File: src/hdl/isd_pkg.sv
// Package for the shift-and-subtract integer divider.
// Holds the beat structs, command and state codes, and control structs.
// No dependencies; every other file of the divider imports it.
`timescale 1ns / 1ps
`default_nettype none

package isd_pkg;

  localparam int unsigned DataW       = 64;
  localparam int unsigned HalfW       = 32;
  localparam int unsigned WideSteps   = 64;
  localparam int unsigned NarrowSteps = 32;
  localparam int unsigned CntW        = $clog2(WideSteps);

  typedef enum logic [1:0] {
    CMD_UDIV32 = 2'd0,
    CMD_SDIV32 = 2'd1,
    CMD_UDIV64 = 2'd2,
    CMD_NONE   = 2'd3
  } cmd_e;

  typedef enum logic [1:0] {
    ST_IDLE,
    ST_RUN,
    ST_DONE
  } state_e;

  typedef struct packed {
    logic [1:0]       command;
    logic [DataW-1:0] dividend;
    logic [DataW-1:0] divisor;
  } in_beat_t;

  typedef struct packed {
    logic [DataW-1:0] quotient;
    logic [DataW-1:0] remainder;
  } out_beat_t;

  // Sequencer commands to the datapath.
  typedef struct packed {
    logic load;
    logic step;
    logic finish;
  } ctrl_t;

  // Facts about the incoming beat that the sequencer needs at load time.
  typedef struct packed {
    logic skip;
    logic wide;
  } prep_t;

endpackage : isd_pkg

`default_nettype wire

File: src/hdl/isd_datapath.sv
// Divider datapath: operand preparation, the shared shift-subtract unit
// and result formatting. Depends on isd_pkg.
`timescale 1ns / 1ps
`default_nettype none

module isd_datapath (
  input  wire logic              clk_i,
  input  wire isd_pkg::in_beat_t in_data_i,
  input  wire isd_pkg::ctrl_t    ctrl_i,
  output isd_pkg::prep_t         prep_o,
  output isd_pkg::out_beat_t     out_data_o
);
  import isd_pkg::*;

  logic [DataW-1:0] nq_q, nq_d;
  logic [DataW-1:0] den_q, den_d;
  logic [DataW-1:0] part_q, part_d;
  logic [1:0]       cmd_q;
  logic             neg_q, skip_q;
  out_beat_t        out_q, out_d;

  logic [HalfW-1:0] a32, b32, a_mag, b_mag;
  logic             a_neg, b_neg, is_signed, is_wide;

  logic [DataW-1:0] shifted;
  logic [DataW:0]   diff;
  logic             take;
  logic [HalfW-1:0] q32;

  // Operand preparation for the beat on the input.
  always_comb begin
    a32       = in_data_i.dividend[HalfW-1:0];
    b32       = in_data_i.divisor[HalfW-1:0];
    is_signed = (in_data_i.command == CMD_SDIV32);
    is_wide   = (in_data_i.command == CMD_UDIV64);
    a_neg     = is_signed & a32[HalfW-1];
    b_neg     = is_signed & b32[HalfW-1];
    a_mag     = a_neg ? (~a32 + HalfW'(1)) : a32;
    b_mag     = b_neg ? (~b32 + HalfW'(1)) : b32;
    prep_o.wide = is_wide;
    prep_o.skip = (in_data_i.command == CMD_NONE) ||
                  (is_wide ? (in_data_i.divisor == '0) : (b32 == '0));
  end

  // One restoring step: shift in the next dividend bit, trial subtract.
  // A set top bit before the shift means the shifted value exceeds 64 bits.
  always_comb begin
    shifted = {part_q[DataW-2:0], nq_q[DataW-1]};
    diff    = {1'b0, shifted} - {1'b0, den_q};
    take    = part_q[DataW-1] | ~diff[DataW];
  end

  always_comb begin
    nq_d   = nq_q;
    den_d  = den_q;
    part_d = part_q;
    if (ctrl_i.load) begin
      part_d = '0;
      if (is_wide) begin
        nq_d  = in_data_i.dividend;
        den_d = in_data_i.divisor;
      end else begin
        // The narrow dividend sits in the upper half so that only the
        // narrow number of steps is needed.
        nq_d  = {a_mag, {HalfW{1'b0}}};
        den_d = {{HalfW{1'b0}}, b_mag};
      end
    end else if (ctrl_i.step) begin
      part_d = take ? diff[DataW-1:0] : shifted;
      nq_d   = {nq_q[DataW-2:0], take};
    end
  end

  // Result formatting per command.
  always_comb begin
    q32   = neg_q ? (~nq_q[HalfW-1:0] + HalfW'(1)) : nq_q[HalfW-1:0];
    out_d = '0;
    if (skip_q) begin
      if (cmd_q == CMD_UDIV32) begin
        out_d.remainder = {{HalfW{1'b0}}, nq_q[DataW-1:HalfW]};
      end
    end else begin
      case (cmd_q)
        CMD_UDIV32: begin
          out_d.quotient  = {{HalfW{1'b0}}, nq_q[HalfW-1:0]};
          out_d.remainder = part_q;
        end
        CMD_SDIV32: begin
          out_d.quotient = {{HalfW{1'b0}}, q32};
        end
        CMD_UDIV64: begin
          out_d.quotient  = nq_q;
          out_d.remainder = part_q;
        end
        default: out_d = '0;
      endcase
    end
  end

  always_ff @(posedge clk_i) begin
    nq_q   <= nq_d;
    den_q  <= den_d;
    part_q <= part_d;
    if (ctrl_i.load) begin
      cmd_q  <= in_data_i.command;
      neg_q  <= a_neg ^ b_neg;
      skip_q <= prep_o.skip;
    end
    if (ctrl_i.finish) begin
      out_q <= out_d;
    end
  end

  assign out_data_o = out_q;

endmodule : isd_datapath

`default_nettype wire

File: src/hdl/isd_ctrl.sv
// Divider sequencer: state machine, step counter and output valid flag.
// Depends on isd_pkg.
`timescale 1ns / 1ps
`default_nettype none

module isd_ctrl (
  input  wire logic           clk_i,
  input  wire logic           rst_ni,
  input  wire logic           in_valid_i,
  input  wire isd_pkg::prep_t prep_i,
  input  wire logic           out_stall_i,
  output logic                in_stall_o,
  output logic                out_valid_o,
  output isd_pkg::ctrl_t      ctrl_o
);
  import isd_pkg::*;

  state_e            state_q, state_d;
  logic [CntW-1:0]   cnt_q, cnt_d;
  logic              out_valid_q, out_valid_d;
  logic              out_free;

  assign out_free = ~out_valid_q | ~out_stall_i;

  // Next state.
  always_comb begin
    state_d = state_q;
    case (state_q)
      ST_IDLE: begin
        if (in_valid_i) begin
          state_d = prep_i.skip ? ST_DONE : ST_RUN;
        end
      end
      ST_RUN: begin
        if (cnt_q == '0) begin
          state_d = ST_DONE;
        end
      end
      ST_DONE: begin
        if (out_free) begin
          state_d = ST_IDLE;
        end
      end
      default: state_d = ST_IDLE;
    endcase
  end

  // Outputs.
  always_comb begin
    ctrl_o     = '0;
    in_stall_o = 1'b1;
    case (state_q)
      ST_IDLE: begin
        in_stall_o  = 1'b0;
        ctrl_o.load = in_valid_i;
      end
      ST_RUN: begin
        ctrl_o.step = 1'b1;
      end
      ST_DONE: begin
        ctrl_o.finish = out_free;
      end
      default: ctrl_o = '0;
    endcase
  end

  always_comb begin
    cnt_d = cnt_q;
    if (ctrl_o.load) begin
      cnt_d = prep_i.wide ? CntW'(WideSteps - 1) : CntW'(NarrowSteps - 1);
    end else if (ctrl_o.step) begin
      cnt_d = cnt_q - CntW'(1);
    end
    out_valid_d = out_valid_q;
    if (ctrl_o.finish) begin
      out_valid_d = 1'b1;
    end else if (~out_stall_i) begin
      out_valid_d = 1'b0;
    end
  end

  always_ff @(posedge clk_i or negedge rst_ni) begin
    if (!rst_ni) begin
      state_q     <= ST_IDLE;
      cnt_q       <= '0;
      out_valid_q <= 1'b0;
    end else begin
      state_q     <= state_d;
      cnt_q       <= cnt_d;
      out_valid_q <= out_valid_d;
    end
  end

  assign out_valid_o = out_valid_q;

endmodule : isd_ctrl

`default_nettype wire

File: src/hdl/integer_shift_subtract_divider_top.sv
// Top level of the shift-and-subtract integer divider.
// Each beat passes through the states idle, run and done; a zero divisor or the
// unused command skips the run state. The shared 64-bit subtractor yields one
// quotient bit per cycle while running.
// The divider takes no new beat until the last result is in the output register;
// input stalls while busy and while a finished result waits for the output register.
// Reset is asynchronous, active low, and clears the sequencer and output valid.
`timescale 1ns / 1ps
`default_nettype none

module integer_shift_subtract_divider_top (
  input  wire logic               clk_i,
  input  wire logic               rst_ni,
  input  wire logic               in_valid_i,
  output logic                    in_stall_o,
  input  wire isd_pkg::in_beat_t  in_data_i,
  output logic                    out_valid_o,
  input  wire logic               out_stall_i,
  output isd_pkg::out_beat_t      out_data_o
);
  import isd_pkg::*;

  ctrl_t ctrl;
  prep_t prep;

  isd_ctrl u_ctrl (
    .clk_i       (clk_i),
    .rst_ni      (rst_ni),
    .in_valid_i  (in_valid_i),
    .prep_i      (prep),
    .out_stall_i (out_stall_i),
    .in_stall_o  (in_stall_o),
    .out_valid_o (out_valid_o),
    .ctrl_o      (ctrl)
  );

  isd_datapath u_datapath (
    .clk_i      (clk_i),
    .in_data_i  (in_data_i),
    .ctrl_i     (ctrl),
    .prep_o     (prep),
    .out_data_o (out_data_o)
  );

endmodule : integer_shift_subtract_divider_top

`default_nettype wire
File: config.mk
export PLATFORM = sky130hd
export DESIGN_NAME = integer_shift_subtract_divider_top
export DESIGN_NICKNAME = d
export VERILOG_FILES = /design/src/hdl/isd_pkg.sv /design/src/hdl/isd_datapath.sv /design/src/hdl/isd_ctrl.sv /design/src/hdl/integer_shift_subtract_divider_top.sv
export SDC_FILE = /design/constraint.sdc
export NUM_CORES = 1
export LEC_CHECK = 0
export BUFFER_PORTS_ARGS = -buffer_cell sky130_fd_sc_hd__buf_2
export CAP_MARGIN = 10
export CELL_PAD_IN_SITES_DETAIL_PLACEMENT = 0
export CELL_PAD_IN_SITES_GLOBAL_PLACEMENT = 2
export CORE_MARGIN = 8
export CORE_UTILIZATION = 30
export CTS_BUF_LIST = sky130_fd_sc_hd__clkbuf_8
export DETAILED_ROUTE_END_ITERATION = 8
export PLACE_DENSITY_LB_ADDON = 0.05
export SLEW_MARGIN = 40
export SYNTH_ARGS = -nofsm -noshare
export SYNTH_HDL_FRONTEND = slang
export SYNTH_HIERARCHICAL = 1
export SYNTH_SLANG_ARGS = --single-unit
File: constraint.sdc
create_clock -name clk_i -period 13.1 [get_ports clk_i]
set_clock_uncertainty 0.15 [all_clocks]
set_input_delay 0 -clock clk_i [delete_from_list [all_inputs] [get_ports clk_i]]
set_output_delay 0 -clock clk_i [all_outputs]
set_load 0.02 [all_outputs]
**Word-level counts from Yosys, hierarchy flattened**

Index checks and enable logic that the tools add are counted.

- Word-level logic and storage cells: 75
- Bits in registers: 333
- Input bits: 134

- Add/sub/neg operators: 5
- Eq/ne operators: 11
- Reduce and logical (&&, ||, !) cells: 9
- Mux-type cells: 27
- Bitwise logic cells: 11

Operators by type and width:

| cell | count |
|---|---|
| $mux 64 | 6 |
| $pmux 64 s3 | 1 |
| $mux 32 | 5 |
| $add 32x1->32 const B | 3 |
| $not 32->32 | 3 |
| $sub 64x64->65 | 1 |
| $logic_not 64->1 | 1 |
| $logic_not 32->1 | 1 |
| $mux 6 | 3 |
| $eq 2x2->1 const B | 4 |
| $mux 2 | 4 |
| $mux 1 | 7 |
| $eq 2x1->1 const B | 3 |
| $logic_not 6->1 | 1 |
| $ne 2x1->1 const B | 3 |
| $pmux 2 s3 | 1 |
| $sub 6x1->6 const B | 1 |
| $logic_not 2->1 | 2 |
| $not 1->1 | 3 |
| $reduce_and 3->1 | 1 |
| $and 1x1->1 | 2 |
| $ne 2x2->1 const B | 1 |
| $or 1x1->1 | 2 |
| $reduce_bool 2->1 | 1 |
| other kinds (3) | 3 |

**Depth between registers and ports, before layout**

- Depth in word-level cells: 6
- Gate-level depth with buffers: 15

**Modules after synthesis**

The synthesis kept the hierarchy.

By module, submodules not included:

| module | seq. area each (um^2) | area each (um^2) | instances | cells an instance |
|---|---|---|---|---|
| isd_datapath | 9088.7 | 18987.0 | 1 | 1946 |
| isd_ctrl | 225.2 | 469.2 | 1 | 48 |

**Least setup slack after synthesis**

No wires, ideal clock.

- Kind: reg-to-reg
- From: register u_ctrl.state_q[1]
- To: register u_datapath.nq_q[0], enable pin
- Library setup time: 0.418 ns
- Setup slack: 8.254 ns
- Arrival time: 4.278 ns
- Cell stages (with the launch flop): 8
- Buffers on the path: 3
- Data required time: 12.532 ns
- Period minus slack after synthesis: 4.846 ns
- Path through: dfrtp_1 > or3b_1 > clkbuf_1 > inv_1 > clkbuf_1 > clkbuf_1 > nor2_1 > inv_1

RTL lines:

| element | line | text |
|---|---|---|
| from (decl) | isd_ctrl.sv:18 | `state_e state_q, state_d;` |
| from (signal assigned) | isd_ctrl.sv:88 | `state_q <= state_d;` |
| to (signal assigned) | isd_datapath.sv:101 | `nq_q <= nq_d;` |
| to (decl) | isd_datapath.sv:15 | `logic [DataW-1:0] nq_q, nq_d;` |

**Final worst setup path**

- From: register u_datapath.nq_q[63]
- To: register u_datapath.part_q[9]

- Cells in the longest elaborated chain, start to end: 4

RTL lines:

| element | line | text |
|---|---|---|
| $sub 64x64->65 * | isd_datapath.sv:49 | `diff = {1'b0, shifted} - {1'b0, den_q};` |
| $not 1->1 | isd_datapath.sv:50 | `take = part_q[DataW-1] \| ~diff[DataW];` |
| $or 1x1->1 | isd_datapath.sv:50 |  |
| $mux 64 * | isd_datapath.sv:69 | `part_d = take ? diff[DataW-1:0] : shifted;` |
| to (signal assigned) | isd_datapath.sv:103 | `part_q <= part_d;` |
| to (decl) | isd_datapath.sv:17 | `logic [DataW-1:0] part_q, part_d;` |

Mark *: on every way between the ends. The rest lies on a longest branch, timed or not.
A chain may end at the register's enable or synchronous reset.

==> key figures <==
Run status
  – Status: completed

Die
  – Top Ports: between 200 and 300
  – Row Count: a little over 90
  – Die Span Y: about 270 um
  – Initial core utilization: roughly 30%
  – Die Area: between 70000 and 80000 um2
  – Die Wd: between 200 and 300 um
  – Core ar.: 64300 um2

Clock network
  – CTS tree: built
  – Clk_lat worst skew: between 600 and 700 ps
  – CTS root buffer: clkbuf_8
  – Hold-fix buffers, CTS: ~190
  – Worst-path clk slew: about 60 ps
  – TritonCTS Buffers: 67
  – Clk sinks: roughly 330
  – Postcts setup bufs: 0
  – Clock buffer depth: 3
  – H-tree lvl count: 3
  – PostCTS Resize Cnt: 0

Pwr
  – P per Cell Area: roughly 220 nW/um2
  – VDD IR-drop max: 0.0000990 V
  – Leakage Power: a little over 0.01 uW
  – NetSw: around 2300 uW
  – Part of the power in registers: roughly a third
  – Comb power frac: 48.4%
  – Int Pwr: around 3100 uW
  – Clock power frac: between 10% and 20%
  – Sw Ratio: a little over two fifths

Timing
  – Final min period: 4510 ps
  – Achievable Freq: approximately 220 MHz
  – Final hold violations: 0
  – Slew headroom: 47.3%
  – RSZ-0062 raised after global routing: false
  – Worst-Margin Slew: 790 ps
  – # setup viols final: 0
  – Crit share post-route: 34.4%
  – Setup TNS: 0 ps
  – Max-slew violation count: 0

Place
  – Placed Instances: 3013
  – DP Wirelength: about 50000 um
  – Final RePlAce weighted congestion: around 0.82
  – PortBufs: about 260

Layout
  – Reg area: between 9000 and 10000 um2
  – Fill cells: approximately 6600
  – Area taken by multi-input logic gates: just over 9000 um2
  – Final nets: between 2000 and 3000
  – Area grow syn2layout: 27.6%
  – Post-Layout Cell Count: about 3300
  – Layout cell share with drive strength beyond 1: ~17%

Global route
  – GR Layer Usage met2: between 30% and 40%
  – Gr ovfl total: 0
  – Largest net degree at the start of global routing: between 100 and 150
  – First-pass GRT wire length: between 100000 and 150000 um
  – Gr usage total: between 10% and 20%
  – Met3 Use GR: under 10%
  – Busiest layer in global routing: met2
  – Number of global-route vias before repair: roughly 17000
  – Antenna violations before repair: 9
  – Grt met1 use: between 20% and 30%

Critical path
  – Critical Path End Type: flop
  – Critical path data arrival time: 4880 ps
  – RR Endpoint: u_datapath/part_q[9]$_SDFFE_PP0P_
  – Req. time, crit path: between 10000 and 15000 ps
  – Worst R2R Start: u_datapath/nq_q[63]$_DFFE_PP_
  – CP max stage delay: between 500 and 600 ps
  – Crit-path max FO: 34
  – Crit-path cells: inv_1 > ha_1 > fa_1 > nand2b_1 > a21o_1 > a211oi_1 > a2111oi_2 > a41o_1 > a21oi_2 > a31oi_2 > o21a_1 > buf_4 > or4_1 > a311oi_1
  – Startpoint types: flop
  – Critical-path top delay cell: or4_1
  – CP Class: flop to flop
  – Cells on worst reg2reg path: 14
  – R2r setup slk: 8590 ps

Synth
  – Syn Area/Cell: a little under 10 um2
  – Async S/R FF share, synth: under 10%
  – Post-synth cell types: roughly 70
  – Primary FF master, synth: edfxtp_1
  – Gate Count Post-Synth: approximately 2000
  – Seq cells post-synth: between 300 and 400
  – Area contributors post-synth: edfxtp_1 (40%), dfxtp_1 (6.6%), ha_1 (4.4%)
  – Post-synth EDFFs: between 200 and 300
  – Yosys top cell by area: edfxtp_1
  – Sequential area share after synthesis: between 40% and 50%
  – Post-Syn Nets: around 2200
  – Synth cell count leaders: edfxtp_1 (260), nand2_1 (173), nor2_1 (165)
  – Share of the synthesized area in the top cell type: between 40% and 50%
  – Count leader, synth: edfxtp_1
  – Area of the mapped netlist: just under 20000 um2
  – Synth Warn #: 6

Drt
  – Drt first pass iters: 5
  – Detailed Route Iter0 Violations: about 860
  – Vias per Instance: between 4 and 5
  – Via Count: roughly 17000
  – Total wire length: 69700 um
  – # DRC: 0
  – Routed WL per cell: between 20 and 25 um
  – ANT nets after route: 0

Min path
  – Hold Crit Start: in_data_i[63]
  – Hold-critical path depth: 3
  – Hold Path End: u_datapath/den_q[63]$_SDFFCE_PN0P_
  – Min-Delay Path Class: input port to flop

Job
  – Number of max-cap violations: 0
-- power by group through the flow --
stage	Combinational, uW	Sequential (uW)	Clock, uW
finish	2650	1790	1030
global route	2950	1830	1130
CTS	2670	1790	1080
detailed placement	2610	1810	0
global placement	2590	1810	0
floorplan	1910	1700	0
-- critical path: cells and delay by family (launching register included) --
family | cells | cell delay [ps]
buf+inv | 2 | 460
simple gates | 2 | 770
compound gates | 8 | 1970
flops | 1 | 420
fa+ha+maj | 2 | 620
-- placed cells by master (no fill, tap or decap), types with 25 or more instances in the layout --
cell           instances
nor2_1               164
nand4_1               30
ha_1                  69
clkbuf_8              74
nand2_1              172
mux2_2                34
a311oi_1              30
xnor2_1               75
xor2_1                64
dfxtp_1               64
a211oi_1              35
a22o_1                33
dlygate4sd3_1        189
and3_1                43
o21ai_0              131
buf_2                263
nand3_1               54
a21oi_1              101
edfxtp_1             260
mux2i_1               25
and2_1                76
inv_1                142
a21o_1                44
-- kinds of logic after synthesis --
kind of cell / Yosys count / synth area share, %
compound gates: 495 / 16.7
xor+xnor: 139 / 6.26
fa+ha+maj: 70 / 4.54
buf+inv: 240 / 4.79
flops: 333 / 47.9
mux: 59 / 3.25
simple gates: 658 / 16.6
-- area by class of cell --
type                    count  area share (%)
multi-input cells        1421            37.3
clock inverters            47           0.933
flip-flops and latches    333            37.5
repair buffers            474            13.9
well taps                 855            4.31
inverters                 120            1.86
clock buffers              74            4.10
diodes                      3          0.0302
-- routing by layer --
metal  vias up  part of all wire, %
li1       8102                    -
met5         -                0.093
met2       393                   47
met4        10                  2.2
met3        93                  5.1
met1      7990                   45
-- state kept, by name (all words and copies together) (netlist names) --
register               flops
u_datapath/skip_q          1
u_ctrl/out_valid_o         1
u_ctrl/state_q             2
u_ctrl/cnt_q               6
u_datapath/out_data_o    128
u_datapath/nq_q           64
u_datapath/den_q          64
u_datapath/neg_q           1
u_datapath/part_q         64
u_datapath/cmd_q           2
-- stage by stage --
step | power [uW] | util [%] | setup slack, ps | instance area (um2) | hold WS, ps
2_1_floorplan | 3610 | - | 8250 | 19500 | -446
3_3_place_gp | 4390 | 33.5 | 8270 | 21500 | -285
3_5_place_dp | 4420 | 33.6 | 8580 | 21600 | -283
4_1_cts | 5550 | 38.5 | 8560 | 24800 | 1.50
5_1_grt | 5910 | 38.6 | 8330 | 24800 | 40.9
6_report | 5470 | 38.6 | 8590 | 24800 | 70.1
-- worst max-delay path by stage --
stage                                  start                            endpoint  slack [ps]  cells past startpoint
6_report       u_datapath/nq_q[63]$_DFFE_PP_   u_datapath/part_q[9]$_SDFFE_PP0P_        8590                     14
3_5_place_dp   u_datapath/nq_q[63]$_DFFE_PP_   u_datapath/part_q[9]$_SDFFE_PP0P_        8580                     14
3_3_place_gp   u_datapath/nq_q[63]$_DFFE_PP_  u_datapath/part_q[55]$_SDFFE_PP0P_        8270                     14
2_1_floorplan  u_ctrl/state_q[1]$_DFFE_PN0P_        u_datapath/nq_q[0]$_DFFE_PP_        8250                      7
4_1_cts        u_datapath/nq_q[63]$_DFFE_PP_   u_datapath/part_q[9]$_SDFFE_PP0P_        8560                     14
5_1_grt        u_datapath/nq_q[63]$_DFFE_PP_  u_datapath/part_q[63]$_SDFFE_PP0P_        8330                     14
Power figures use the tool's default switching activity.
